**config.mk**
```make
export PLATFORM = sky130hd
export DESIGN_NAME = rwz_div
export DESIGN_NICKNAME = d
export VERILOG_FILES = /design/src/rtl/core/rwz_pkg.sv /design/src/rtl/core/rwz_div.sv
export SDC_FILE = /design/constraint.sdc
export NUM_CORES = 1
export LEC_CHECK = 0
export BUFFER_PORTS_ARGS = -buffer_cell sky130_fd_sc_hd__buf_2
export CORE_MARGIN = 2
export CORE_UTILIZATION = 41
export CTS_BUF_LIST = sky130_fd_sc_hd__clkbuf_4
export DETAILED_ROUTE_END_ITERATION = 7
export PLACE_DENSITY = 0.71
export SYNTH_ARGS = -nofsm -noshare
export SYNTH_HDL_FRONTEND = slang
export SYNTH_SLANG_ARGS = --single-unit
```
**constraint.sdc**
```tcl
create_clock -name clk_i -period 4.97 [get_ports clk_i]
set_input_delay 0.994 -clock clk_i [delete_from_list [all_inputs] [get_ports clk_i]]
set_output_delay 0.994 -clock clk_i [all_outputs]
set_load 0.05 [all_outputs]
```
**src/rtl/core/rwz_pkg.sv**
```systemverilog
// rwz_pkg: widths, limits and register map of the rolling window z-score block
// no dependencies
`default_nettype none
package rwz_pkg;

  localparam int unsigned MAX_WINDOW_DEF = 256;
  localparam int unsigned CFG_W          = 9;
  localparam int unsigned SAMPLE_W       = 24;
  localparam int unsigned ZS_W           = 20;
  localparam int unsigned SUM_W          = 32;
  localparam int unsigned SQS_W          = 56;
  localparam int unsigned RAD_W          = 64;
  localparam int unsigned ROOT_W         = 32;
  localparam int unsigned NUM_W          = 45;
  localparam int unsigned ADDR_W         = 3;

  localparam logic [CFG_W-1:0]  WIN_RESET = CFG_W'(20);
  localparam logic              REG_WINDOW = 1'b0;

  localparam logic [NUM_W-1:0]  ZS_POS_LIM = NUM_W'(524287);
  localparam logic [NUM_W-1:0]  ZS_NEG_LIM = NUM_W'(524288);
  localparam logic [ZS_W-1:0]   ZS_MAX     = 20'h7FFFF;
  localparam logic [ZS_W-1:0]   ZS_MIN     = 20'h80000;

endpackage
`default_nettype wire

```
**src/rtl/core/rwz_div.sv**
```systemverilog
// rwz_div: restoring divider of magnitudes, one quotient bit per cycle
// depends on rwz_pkg
`default_nettype none
module rwz_div (
  input  wire logic                        clk_i,
  input  wire logic                        rst_ni,
  input  wire logic                        start_i,
  input  wire logic [rwz_pkg::NUM_W-1:0]   num_i,
  input  wire logic [rwz_pkg::ROOT_W-1:0]  den_i,
  output logic                             done_o,
  output logic      [rwz_pkg::NUM_W-1:0]   quo_o
);
  import rwz_pkg::*;

  localparam int unsigned CW = $clog2(NUM_W);

  logic [ROOT_W:0]   rem_q, rem_d, sh;
  logic [NUM_W-1:0]  quo_q, quo_d;
  logic [ROOT_W-1:0] den_q, den_d;
  logic [CW-1:0]     cnt_q, cnt_d;
  logic              busy_q, busy_d, done_q, done_d;

  always_comb begin
    sh     = {rem_q[ROOT_W-1:0], quo_q[NUM_W-1]};
    rem_d  = rem_q;
    quo_d  = quo_q;
    den_d  = den_q;
    cnt_d  = cnt_q;
    busy_d = busy_q;
    done_d = 1'b0;
    if (start_i) begin
      rem_d  = '0;
      quo_d  = num_i;
      den_d  = den_i;
      cnt_d  = '0;
      busy_d = 1'b1;
    end else if (busy_q) begin
      if (sh >= {1'b0, den_q}) begin
        rem_d = sh - {1'b0, den_q};
        quo_d = {quo_q[NUM_W-2:0], 1'b1};
      end else begin
        rem_d = sh;
        quo_d = {quo_q[NUM_W-2:0], 1'b0};
      end
      cnt_d = cnt_q + CW'(1);
      if (cnt_q == CW'(NUM_W - 1)) begin
        busy_d = 1'b0;
        done_d = 1'b1;
      end
    end
  end

  always_ff @(posedge clk_i or negedge rst_ni) begin
    if (!rst_ni) begin
      busy_q <= 1'b0;
      done_q <= 1'b0;
      cnt_q  <= '0;
    end else begin
      busy_q <= busy_d;
      done_q <= done_d;
      cnt_q  <= cnt_d;
    end
  end

  always_ff @(posedge clk_i) begin
    rem_q <= rem_d;
    quo_q <= quo_d;
    den_q <= den_d;
  end

  assign done_o = done_q;
  assign quo_o  = quo_q;

endmodule
`default_nettype wire

```
==> impl_metrics.csv <==
group,metric,value,unit
run_status,status,"finished clean",
sta,tightest_slew,0.782,ns
sta,slew_headroom,47.9,%
global_routing,grt_remaining_overflow,0,
place,dp_hpwl,10800,µm
worst_setup_path,r2r.worst_path.cells,11,
yosys,async_reset_ff_share,6.84,%
global_routing,antenna_found_initial,0,
clocking,cts_buffers,17,
finish,mostFrequentLayoutCell,"buf_2",
global_routing,grt_pass1_wl,25300,µm
yosys,synth_edf_count,77,
finish,area_growth,15.5,%
yosys,synth-main-ff-cell,"edfxtp_1",
place,port_buffers,125,
clocking,post_cts_buffers,0,
power_and_ir_drop,power.density,418,mW/mm²
global_routing,grtUsageMet2,28.7,%
sta,finalSetupViolCount,0,
worst_setup_path,r2r_slack,1.55,ns
clocking,clock_path_buffers,2,
yosys,synth_area_per_cell,10.7,µm²
finish,nNetsFinal,858,
detailed_routing,routed_wirelength,15300,µm
worst_setup_path,reg2reg_to,"rem_q[28]$_SDFFE_PP0P_",
clocking,cts_root_buf,"clkbuf_4",
worst_setup_path,cp-endpoint,"rem_q[28]$_SDFFE_PP0P_",
place,pre_cts_slack,1.62,ns
global_routing,grt.met1_usage,23.4,%
sta,fin_crit,3.42,ns
yosys,synth_cell_type_count,64,
sta,fin_tns_setup,0,ns
clocking,ctsHoldBuffers,0,
yosys,seq_area_frac_synth,47.1,%
power_and_ir_drop,peakVddDrop,0.000266,V
clocking,cts_resized,0,
finish,fin_cells,972,
run,drv_cap,0,
detailed_routing,final_antenna_net_count,0,
global_routing,grt_max_degree,68,
finish,utilization,48.5,%
finish,drive_above_1_share,28.8,%
global_routing,grt_pass1_vias,5083,
clocking,clkLatencyLatePin,0.55,ns
power_and_ir_drop,p_leak,3.28,nW
clocking,path_clk_slew,0.11,ns
detailed_routing,dr.pass1.iters,5,
worst_setup_path,critical_path_arrival,3.89,ns
sta,post-route-period-util,68.7,%
die,dieArea,0.0174,mm²
die,die_x,132,µm
global_routing,grt-busiest-layer,"met2",
global_routing,grt_use_met3,5.92,%
yosys,yosys_warnings,0,
worst_setup_path,cp_common_cell,"a211oi_2",
finish,final_cell_mix,"124 x buf_2, 77 x edfxtp_1, 53 x nor2_1, 45 x mux2_2, 43 x inv_1",
worst_setup_path,required,5.44,ns
worst_setup_path,critPathCaptureType,"flop",
worst_setup_path,critPathMaxFanout,14,
die,rows,46,
min_path,holdCritPathClass,"in -> async",
place,dp.cells,940,
sta,whs,0.269,ns
worst_setup_path,crit_type,"reg -> reg",
worst_setup_path,worst_setup_path_start_kind,"flop",
worst_setup_path,cp_slowest_cell,"or2_1",
yosys,syn_area,0.00670,mm²
global_routing,grt_use_total,18.2,%
detailed_routing,wl_per_cell,15.7,µm
yosys,syn_inst,624,
die,core-area,0.0159,mm²
sta,max_freq,293,MHz
sta,skew,0.0225,ns
clocking,clock_sinks,117,
sta,rsz0062_at_grt,"no",
worst_setup_path,path_cells,"inv_1 -> ha_1 -> nor2b_1 -> o2111ai_1 -> a211oi_2 -> o31ai_4 -> a211oi_2 -> or2_1 -> buf_4 -> nand2_1 -> o221ai_1",
die,initial_core_util,42.0,%
detailed_routing,drc_errors,0,
detailed_routing,dr_total_vias,5180,
worst_setup_path,r2r_start,"den_q[1]$_DFFE_PP_",
sta,slew_viol_final,0,
yosys,ys_ff_latch,117,
worst_setup_path,crit_path_start,"den_q[1]$_DFFE_PP_",
die,ios,126,
finish,antenna_cells,0,
sta,worst_slack,1.55,ns
finish,fillers,1524,
sta,hold_violations,0,
worst_setup_path,cpPeakStageDelay,0.64,ns
detailed_routing,drtIter0Drc,263,
detailed_routing,via_per_inst,5.33,
clocking,htreeDepth,4,
die,die_h,132,µm
yosys,syn_nets,739,
clocking,cts_tree,"yes",
place,gp_congestion,0.900,
layout make-up:
cell class / count / area [µm²] / area share [%]
Clock buffer: 17 / 128 / 1.65
Clock inverter: 15 / 130 / 1.68
Inverter: 44 / 165 / 2.13
Multi-Input combinational cell: 432 / 3220 / 41.6
Sequential cell: 117 / 3150 / 40.8
Tap cell: 216 / 270 / 3.49
Timing Repair Buffer: 131 / 673 / 8.70
worst max-delay path, delay by kind of cell, from the launching register on:
family,cells,cell delay (ns)
flops,1,0.39
simple gates,3,1.03
fa+ha+maj,1,0.28
buf+inv,2,0.43
compound gates,5,1.22
synthesized netlist by cell type (all sizes together) (2+ instances only):
cell type   n  area share, %
o31ai       5           0.77
ha         34            6.4
mux2i      18            2.7
o21a        5           0.56
or2         2           0.19
a2111oi     3           0.95
a311oi      9            1.4
nand2      41            2.3
clkbuf     16           0.90
or3         7           0.65
mux2       45            7.6
a21oi      32            2.4
or4         2           0.22
o2111ai     4           0.62
dfxtp      32            9.6
nand4       8           0.75
nor2b       3           0.28
nand4b      3           0.39
and2        3           0.28
o211ai      3           0.34
edfxtp     77             35
o21ai      23            1.7
buf        15            1.6
nor4        2           0.19
nor3b       3           0.34
xor2       11            1.4
a22oi       2           0.22
a21o       14            1.6
a221oi      2           0.26
a211oi     26            3.1
a221o       2           0.30
nor3        9           0.84
nand2b      4           0.37
dfrtp       8            3.0
and3        4           0.37
nand3      12           0.90
a31oi       9           0.84
a211o       2           0.26
inv        44            2.5
or3b        2           0.26
nor2       53            3.0
o221ai      3           0.39
xnor2      14            1.8
state kept, by name (all words and copies together) (netlist names):
name	flops
quo_o	45
done_o	1
cnt_q	6
rem_q	32
den_q	32
busy_q	1
metal layers:
metal / share of wire [%] / wire length, µm / up-vias
met5: 0 / 0 / -
met4: 1.7 / 261 / 0
met3: 7.0 / 1070 / 22
met2: 45 / 6860 / 169
met1: 46 / 7080 / 2425
li1: - / - / 2564
where the power goes:
group | internal (mW) | total [mW] | switching, mW
combinational | 0.498 | 1.30 | 0.800
clock | 0.248 | 0.655 | 0.407
sequential | 1.19 | 1.28 | 0.0956
stage by stage:
| step | area, µm² | power (mW) |
|---|---|---|
| 2_1_floorplan | 6700 | 2.33 |
| 3_3_place_gp | 7480 | 2.58 |
| 3_5_place_dp | 7480 | 2.59 |
| 4_1_cts | 7740 | 3.26 |
| 5_1_grt | 7740 | 3.45 |
| 6_report | 7740 | 3.23 |
worst min-delay path by stage:
stage                                 startpoint                endpoint  depth (start not counted)
after global routing                      rst_ni    cnt_q[3]$_DFFE_PN0P_                          1
after detailed placement   rem_q[6]$_SDFFE_PP0P_   rem_q[6]$_SDFFE_PP0P_                          2
after CTS                                 rst_ni    cnt_q[3]$_DFFE_PN0P_                          1
after floorplan           rem_q[24]$_SDFFE_PP0P_  rem_q[24]$_SDFFE_PP0P_                          2
after global placement    rem_q[14]$_SDFFE_PP0P_  rem_q[15]$_SDFFE_PP0P_                          2
final                                     rst_ni    cnt_q[3]$_DFFE_PN0P_                          1
kinds of logic after synthesis:
kind of cell / synth area share, %
AOI/OAI and AO/OA: 16.3
DFF: 47.1
buffers and inverters: 4.91
muxes: 10.3
adders and majority gates: 6.65
xor gates and xnor gates: 3.27
and+or+nand+nor: 11.5
(Power assumes the default switching activity.)
