[src/rtl/core/rwz_pkg.sv]
// rwz_pkg: widths, limits and register map of the rolling window z-score block
// no dependencies
`default_nettype none
package rwz_pkg;

  localparam int unsigned MAX_WINDOW_DEF = 256;
  localparam int unsigned CFG_W          = 9;
  localparam int unsigned SAMPLE_W       = 24;
  localparam int unsigned ZS_W           = 20;
  localparam int unsigned SUM_W          = 32;
  localparam int unsigned SQS_W          = 56;
  localparam int unsigned RAD_W          = 64;
  localparam int unsigned ROOT_W         = 32;
  localparam int unsigned NUM_W          = 45;
  localparam int unsigned ADDR_W         = 3;

  localparam logic [CFG_W-1:0]  WIN_RESET = CFG_W'(20);
  localparam logic              REG_WINDOW = 1'b0;

  localparam logic [NUM_W-1:0]  ZS_POS_LIM = NUM_W'(524287);
  localparam logic [NUM_W-1:0]  ZS_NEG_LIM = NUM_W'(524288);
  localparam logic [ZS_W-1:0]   ZS_MAX     = 20'h7FFFF;
  localparam logic [ZS_W-1:0]   ZS_MIN     = 20'h80000;

endpackage
`default_nettype wire

[src/rtl/core/rwz_sqrt.sv]
// rwz_sqrt: floored integer square root, two radicand bits per cycle
// depends on rwz_pkg
`default_nettype none
module rwz_sqrt (
  input  wire logic                        clk_i,
  input  wire logic                        rst_ni,
  input  wire logic                        start_i,
  input  wire logic [rwz_pkg::RAD_W-1:0]   rad_i,
  output logic                             done_o,
  output logic      [rwz_pkg::ROOT_W-1:0]  root_o
);
  import rwz_pkg::*;

  localparam int unsigned STEPS = RAD_W / 2;
  localparam int unsigned CW    = $clog2(STEPS);

  logic [RAD_W-1:0] x_q, x_d, r_q, r_d, b_q, b_d, trial;
  logic [CW-1:0]    cnt_q, cnt_d;
  logic             busy_q, busy_d, done_q, done_d;

  always_comb begin
    trial  = r_q + b_q;
    x_d    = x_q;
    r_d    = r_q;
    b_d    = b_q;
    cnt_d  = cnt_q;
    busy_d = busy_q;
    done_d = 1'b0;
    if (start_i) begin
      x_d    = rad_i;
      r_d    = '0;
      b_d    = RAD_W'(1) << (RAD_W - 2);
      cnt_d  = '0;
      busy_d = 1'b1;
    end else if (busy_q) begin
      if (x_q >= trial) begin
        x_d = x_q - trial;
        r_d = (r_q >> 1) + b_q;
      end else begin
        r_d = r_q >> 1;
      end
      b_d   = b_q >> 2;
      cnt_d = cnt_q + CW'(1);
      if (cnt_q == CW'(STEPS - 1)) begin
        busy_d = 1'b0;
        done_d = 1'b1;
      end
    end
  end

  always_ff @(posedge clk_i or negedge rst_ni) begin
    if (!rst_ni) begin
      busy_q <= 1'b0;
      done_q <= 1'b0;
      cnt_q  <= '0;
    end else begin
      busy_q <= busy_d;
      done_q <= done_d;
      cnt_q  <= cnt_d;
    end
  end

  always_ff @(posedge clk_i) begin
    x_q <= x_d;
    r_q <= r_d;
    b_q <= b_d;
  end

  assign done_o = done_q;
  assign root_o = r_q[ROOT_W-1:0];

endmodule
`default_nettype wire

[config.mk]
export PLATFORM = sky130hd
export DESIGN_NAME = rwz_sqrt
export DESIGN_NICKNAME = d
export VERILOG_FILES = /design/src/rtl/core/rwz_pkg.sv /design/src/rtl/core/rwz_sqrt.sv
export SDC_FILE = /design/constraint.sdc
export NUM_CORES = 1
export LEC_CHECK = 0
export ABC_AREA = 1
export BUFFER_PORTS_ARGS = -buffer_cell sky130_fd_sc_hd__buf_2
export CORE_ASPECT_RATIO = 1.2
export CORE_UTILIZATION = 46
export DETAILED_ROUTE_END_ITERATION = 10
export PLACE_DENSITY = 0.72
export SLEW_MARGIN = 0
export SYNTH_ARGS = -nofsm -noshare
export SYNTH_HDL_FRONTEND = slang
export SYNTH_SLANG_ARGS = --single-unit
[constraint.sdc]
create_clock -name clk_i -period 9.2 [get_ports clk_i]
set_input_delay 0 -clock clk_i [delete_from_list [all_inputs] [get_ports clk_i]]
set_output_delay 0 -clock clk_i [all_outputs]
set_load 0.01 [all_outputs]
==> flow_summary.ini, run 1 <==
[timing]
skew_ns = 0.0142
hold_viol = 0
setup_slack_ns = 2.96
maxSlewHeadroom = 0.182
finalHoldWorstSlack_ns = 0.311
final_max_slew_viol_count = 0
max_freq_ghz = 0.160
period_minus_slack_ns = 6.24
worst_pin_slew_ns = 1.23
final-setup-viol-count = 0
grt_setup_unrepaired = false
timing.final.crit_share = 0.678
tns_ns = 0

[global_routing]
antenna_found_initial = 1
grt_max_degree = 79
overflow = 0
grtUsageTotal = 0.351
grt_pass1_wl_um = 117000
grt_pass1_vias = 21800

[finish]
diodes = 0
fin_cells = 4112
layout_commonest_cell = nand2_1
nFillCells = 4560
area_growth_pct = 10.2
finish.utilization = 0.516
fin_nets = 3753
drive_above_1_share = 0.0564
layout_common_cells = nand2_1 (1118), inv_1 (531), nor2_1 (389), nand3_1 (327), a21oi_1 (174)

[yosys]
syn-cell-area_mm2 = 0.0196
synth_xor_xnor_area_share = 0.0370
synth.largest_area_cell = nand2_1
synth-seq-cells = 167
yosys-mux-area-fraction = 0
ys_seq_area_frac = 0.205
avgSynthCellArea_um2 = 5.70
synth_fa_ha_area_frac = 0.0851
synth-simple-area-share = 0.416
yosysTopAreaCellShare = 0.214
yosysWarnings = 0
synth.distinct_cells = 48
syn-num-nets = 3644
synth-compound-area-share = 0.129
synth.top_cells.by_area = nand2_1 (21%), inv_1 (10%), dfxtp_1 (9.8%)
synth_top_family_by_area = simple AND/OR/NAND/NOR gates
synth_cells = 3444

[setup_path]
path_max_fanout = 36
crit_path_start_kind = flop
crit_type = flop to flop
cp.arrival_ns = 6.35
cp.required_ns = 9.31
crit_top_cell = nand2_1
crit_path_top_delay_cell = a31oi_4
cp_top_family = compound AO/OA/AOI/OAI gates
max_stage_delay_ns = 1.04
cp.buffers_inverters = 1
endpoint_kind = flop
crit_chain = ha_1, nand2_1, o21ai_0, nand2_1, o21ai_0, a21oi_1, o21ai_0, nand3_1, nand2_1, xnor2_1, ha_1, nand2_1, nor3_2, nand2_1, nor3_4, nand2_4, a31oi_4, buf_4

[clocking]
clk_path_buf_depth = 2
cts_root_buffer = clkbuf_16
post_cts_resized = 0
cts_tree = done
post_cts_buffers = 0
clk_latency_ns = 0.48
cts_buffers = 17
clkTransAtPathRegs_ns = 0.08
h-tree-depth = 4
cts_hold_buf = 66
cts.sinks = 167

[route]
vias_per_cell = 5.49
drt_iter0_drc = 2062
ant_nets = 0
drt_wl_total_um = 76200
wl_per_cell_um = 18.5
drtPass1Iterations = 9
drc_errors = 0
via_count = 22600

[die]
io_pins = 100
core_mm2 = 0.0420
die_h_um = 228
row_count = 82
die_x_um = 191
die_area_mm2 = 0.0435
start_util = 0.468

[placed_design]
dp.cells = 4014
dp_hpwl_um = 62400
globalplace.congestion = 1.05
io_buffers = 99
dp_slack_ns = 3.11

[power_and_ir_drop]
p_switching_uw = 3250
p_per_area_mw_per_mm2 = 277
power_switching_share = 0.542
seqPwrFrac = 0.218
pwr-share-clk = 0.126
intPower_uw = 2740
pwr-share-comb = 0.656
p_leak_uw = 0.00995
peakVddDrop_mv = 0.149

[flow_run]
max-cap-violations = 0

[hold_path]
worstHoldPathType = input pin to flop

[outcome]
outcome = finished, final reports clean
[metrics by stage]
step,total power [uW],instance area (um^2)
final,5990,21700
after global routing,6480,21700
after CTS,5890,21700
after detailed placement,5110,20400
after global placement,5090,20400
after floorplan,4100,19600
[cell families (layout without fill, tap and decap cells)]
family          Yosys count  in the layout
fa+ha+maj               133            133
compound gates          461            461
simple gates           1975           1975
xor+xnor                 83             83
flops                   167            167
buf+inv                 625            747
[per-layer routing]
metal / track usage / routed length (um) / vias to the layer above
met1: 0.425 / 31300 / 10200
met3: 0.0430 / 4250 / 222
met4: 0.215 / 5000 / 0
li1: - / - / 11200
met2: 0.589 / 35700 / 873
met5: 0 / 0 / -
[final cells by class]
type,instances,area (um^2),share of cell area
inverter,542,2030,0.0940
sequential,167,4020,0.186
timing repair buffer,173,1220,0.0562
multi-input combinational,2652,13100,0.606
clock buffer,18,439,0.0203
tap,546,683,0.0315
clock inverter,14,139,0.00641
[power groups by stage]
stage / Combinational (uW) / Clock [uW] / Sequential (uW)
2_1_floorplan: 2870 / 0 / 1230
3_3_place_gp: 3780 / 0 / 1310
6_report: 3930 / 756 / 1310
3_5_place_dp: 3790 / 0 / 1310
5_1_grt: 4360 / 790 / 1330
4_1_cts: 3830 / 760 / 1300
[cell usage after synthesis (all sizes together)]
cell type  count
xnor2         47
fa             1
o21bai        27
inv          541
clkinv         1
a21oi        177
dfrtp          7
nand3        328
a21o          12
o21ai        189
a211oi         2
clkbuf        32
xor2          36
a21boi         4
or2           22
nor4           8
dfxtp         96
o2111ai        1
ha           132
a211o          1
a22oi          1
o211ai         6
o21a           3
nand3b        21
o22ai         31
and2           2
nor2         402
edfxtp        64
nand4         24
buf           51
nand2       1127
a22o           1
a31oi          6
nor3          41
[final timing paths]
kind,from,end,slack [ns],cells after the start
max,r_q[22],x_q[55],2.96,18
min,start_i,done_o,0.31,3
max reg2reg,r_q[22],x_q[55],2.96,18
min reg2reg,r_q[0],r_q[0],0.52,2
max in group asynchronous,rst_ni,cnt_q[2],8.48,3
min in group asynchronous,rst_ni,cnt_q[1],0.48,3
[sequential cells by signal (all words and copies together), names as in the netlist]
register and cells:
done_o 1, r_q 64, x_q 64, b_q 32, busy_q 1, cnt_q 5
[worst reg2reg max path, delay by kind of cell, from the launching register on]
kind | cells | cell delay (ns)
compound gates | 5 | 2.38
simple gates | 9 | 1.51
fa+ha+maj | 2 | 0.84
buf+inv | 1 | 0.62
flops | 1 | 0.42
xor+xnor | 1 | 0.09
(Power assumes the default switching activity.)
==> inputs of run 2 (changes only) <==
--- a/config.mk
+++ b/config.mk
@@ -10,7 +10,7 @@
 export CORE_ASPECT_RATIO = 1.2
 export CORE_UTILIZATION = 46
 export DETAILED_ROUTE_END_ITERATION = 10
-export PLACE_DENSITY = 0.72
+export PLACE_DENSITY = 0.74
 export SLEW_MARGIN = 0
 export SYNTH_ARGS = -nofsm -noshare
 export SYNTH_HDL_FRONTEND = slang
==> constraint.sdc (replaced) <==
create_clock -name clk_i -period 5.6 [get_ports clk_i]
set_input_delay 0 -clock clk_i [delete_from_list [all_inputs] [get_ports clk_i]]
set_output_delay 0 -clock clk_i [all_outputs]
set_load 0.01 [all_outputs]
==> flow_summary.ini, run 2 (synthesized netlist as in run 1, its figures left out) <==
[outcome]
outcome = finished, final reports clean

[timing]
skew_ns = 0.0145
timing.final.crit_share = 0.909
period_minus_slack_ns = 5.09
worst_pin_slew_ns = 1.08
final_max_slew_viol_count = 0
hold_viol = 0
finalHoldWorstSlack_ns = 0.0778
setup_slack_ns = 0.512
maxSlewHeadroom = 0.275
grt_setup_unrepaired = false
final-setup-viol-count = 0
max_freq_ghz = 0.197
tns_ns = 0

[finish]
finish.utilization = 0.517
finalInstanceArea_mm2 = 0.0217
layout_commonest_cell = nand2_1
register_area_mm2 = 0.00402
layout_common_cells = nand2_1 (1118), inv_1 (531), nor2_1 (389), nand3_1 (327), a21oi_1 (174)
fin_nets = 3761
multi_input_area_mm2 = 0.0131
diodes = 0
nFillCells = 4546
area_growth_pct = 10.5
reg.largest.list = r_q: 64 flops, x_q: 64 flops, b_q: 32 flops
drive_above_1_share = 0.0582

[route]
vias_per_cell = 5.48
via_count = 22600
wl_per_cell_um = 18.2
ant_nets = 0
drt_iter0_drc = 2257
drc_errors = 0
drt_wl_total_um = 75100
drtPass1Iterations = 6

[global_routing]
grt_max_degree = 94
grt_pass1_vias = 21800
overflow = 0
grt_pass1_wl_um = 115000
grtUsageTotal = 0.345
antenna_found_initial = 0

[clocking]
cts_buffers = 17
cts_tree = done
clkTransAtPathRegs_ns = 0.08
h-tree-depth = 4
cts.sinks = 167
cts_root_buffer = clkbuf_16
clk_latency_ns = 0.49
clk_path_buf_depth = 2
post_cts_buffers = 0

[die]
die_area_mm2 = 0.0435
io_pins = 100
die_x_um = 191
start_util = 0.468
die_h_um = 228
row_count = 82
core_mm2 = 0.0420

[placed_design]
dp_slack_ns = 0.553
dp_hpwl_um = 60700
postPlaceCellArea_mm2 = 0.0205
globalplace.congestion = 1.07
io_buffers = 99

[setup_path]
path_max_fanout = 93
ff2ff_setup_slack_ns = 0.51
endpoint_kind = flop
crit_path_top_delay_cell = ha_1
cp_top_family = simple AND/OR/NAND/NOR gates
crit_top_cell = nand2_1
cp.required_ns = 5.98
crit_type = flop to flop
cp.buffers_inverters = 1
crit_path_start_kind = flop
cp.arrival_ns = 5.47
max_stage_delay_ns = 0.45
crit_chain = ha_1, nand2_1, o21ai_0, nand2_1, o21ai_1, a21oi_1, o21ai_0, nand3_1, nand2_1, xnor2_1, ha_1, nand2_1, nor3_2, nand2_1, nor3_4, nand2_4, nand2_2, buf_12, nand3_1, nand3_1, nand2_1

[flow_run]
max-cap-violations = 0

[power_and_ir_drop]
p_per_area_mw_per_mm2 = 451
p_leak_uw = 0.00998
peakVddDrop_mv = 0.383
power_switching_share = 0.541
p_switching_uw = 5290
intPower_uw = 4490
pwr-share-comb = 0.658
pwr-share-clk = 0.124
seqPwrFrac = 0.218

[hold_path]
worstHoldPathType = input pin to flop
## run 2: changes by cell type in the layout (fill, tap and decap cells not counted), sizes merged
| cell | delta |
|---|---|
| clkinv | -1 |
| clkbuf | +1 |
| buf | +8 |
| clkinvlp | +1 |
| bufinv | -1 |
## run 2: tightest hold or removal path, cell delays in order
cell and delay [ns]:
buf_2 0.25, nand2_1 0.11, nand2_1 0.04
## run 2: final timing paths
check / from / end / cells after the start
min in group asynchronous: rst_ni / done_o / 3
hold / removal: start_i / x_q[30] / 3
hold reg to reg: r_q[0] / r_q[0] / 2
setup / recovery: r_q[22] / r_q[46] / 21
setup reg to reg: r_q[22] / r_q[46] / 21
max in group asynchronous: rst_ni / cnt_q[0] / 3
## run 2: per-stage QoR
stage | cells | power, uW
floorplan | 3444 | 6710
global route | 4120 | 10600
finish | 4120 | 9790
detailed placement | 4022 | 8350
global placement | 4022 | 8310
CTS | 4120 | 9610
## run 2: per-layer routing
metal  vias up  wire length (um)  track usage  part of all wire
met5         -                 0            0                 0
met4         0              5020        0.225             0.067
met3       233              5080       0.0450             0.068
met2       973             34600        0.571              0.46
met1     10100             30400        0.415              0.41
li1      11200                 -            -                 -
## run 2: repair_timing
| item | CTS | global route |
|---|---|---|
| endpoints found under the hold margin | 71 | 0 |
| hold buffers | 66 | 0 |
| resized for setup | 0 | 1 |
| setup endpoints to repair | 0 | 35 |
## run 2: area by class of cell
cell class                      count  area share
Inverter                          542      0.0937
Clock buffer                       19      0.0204
Multi-Input combinational cell   2652       0.604
Tap cell                          546      0.0315
Clock inverter                     13     0.00501
Timing Repair Buffer              181      0.0599
Sequential cell                   167       0.185
## run 2: power by group through the flow
| stage | Combinational [uW] | Sequential [uW] | Clock, uW |
|---|---|---|---|
| detailed placement | 6210 | 2140 | 0 |
| finish | 6440 | 2140 | 1210 |
| global placement | 6170 | 2140 | 0 |
| global route | 7140 | 2160 | 1260 |
| CTS | 6280 | 2120 | 1210 |
| floorplan | 4720 | 2000 | 0 |
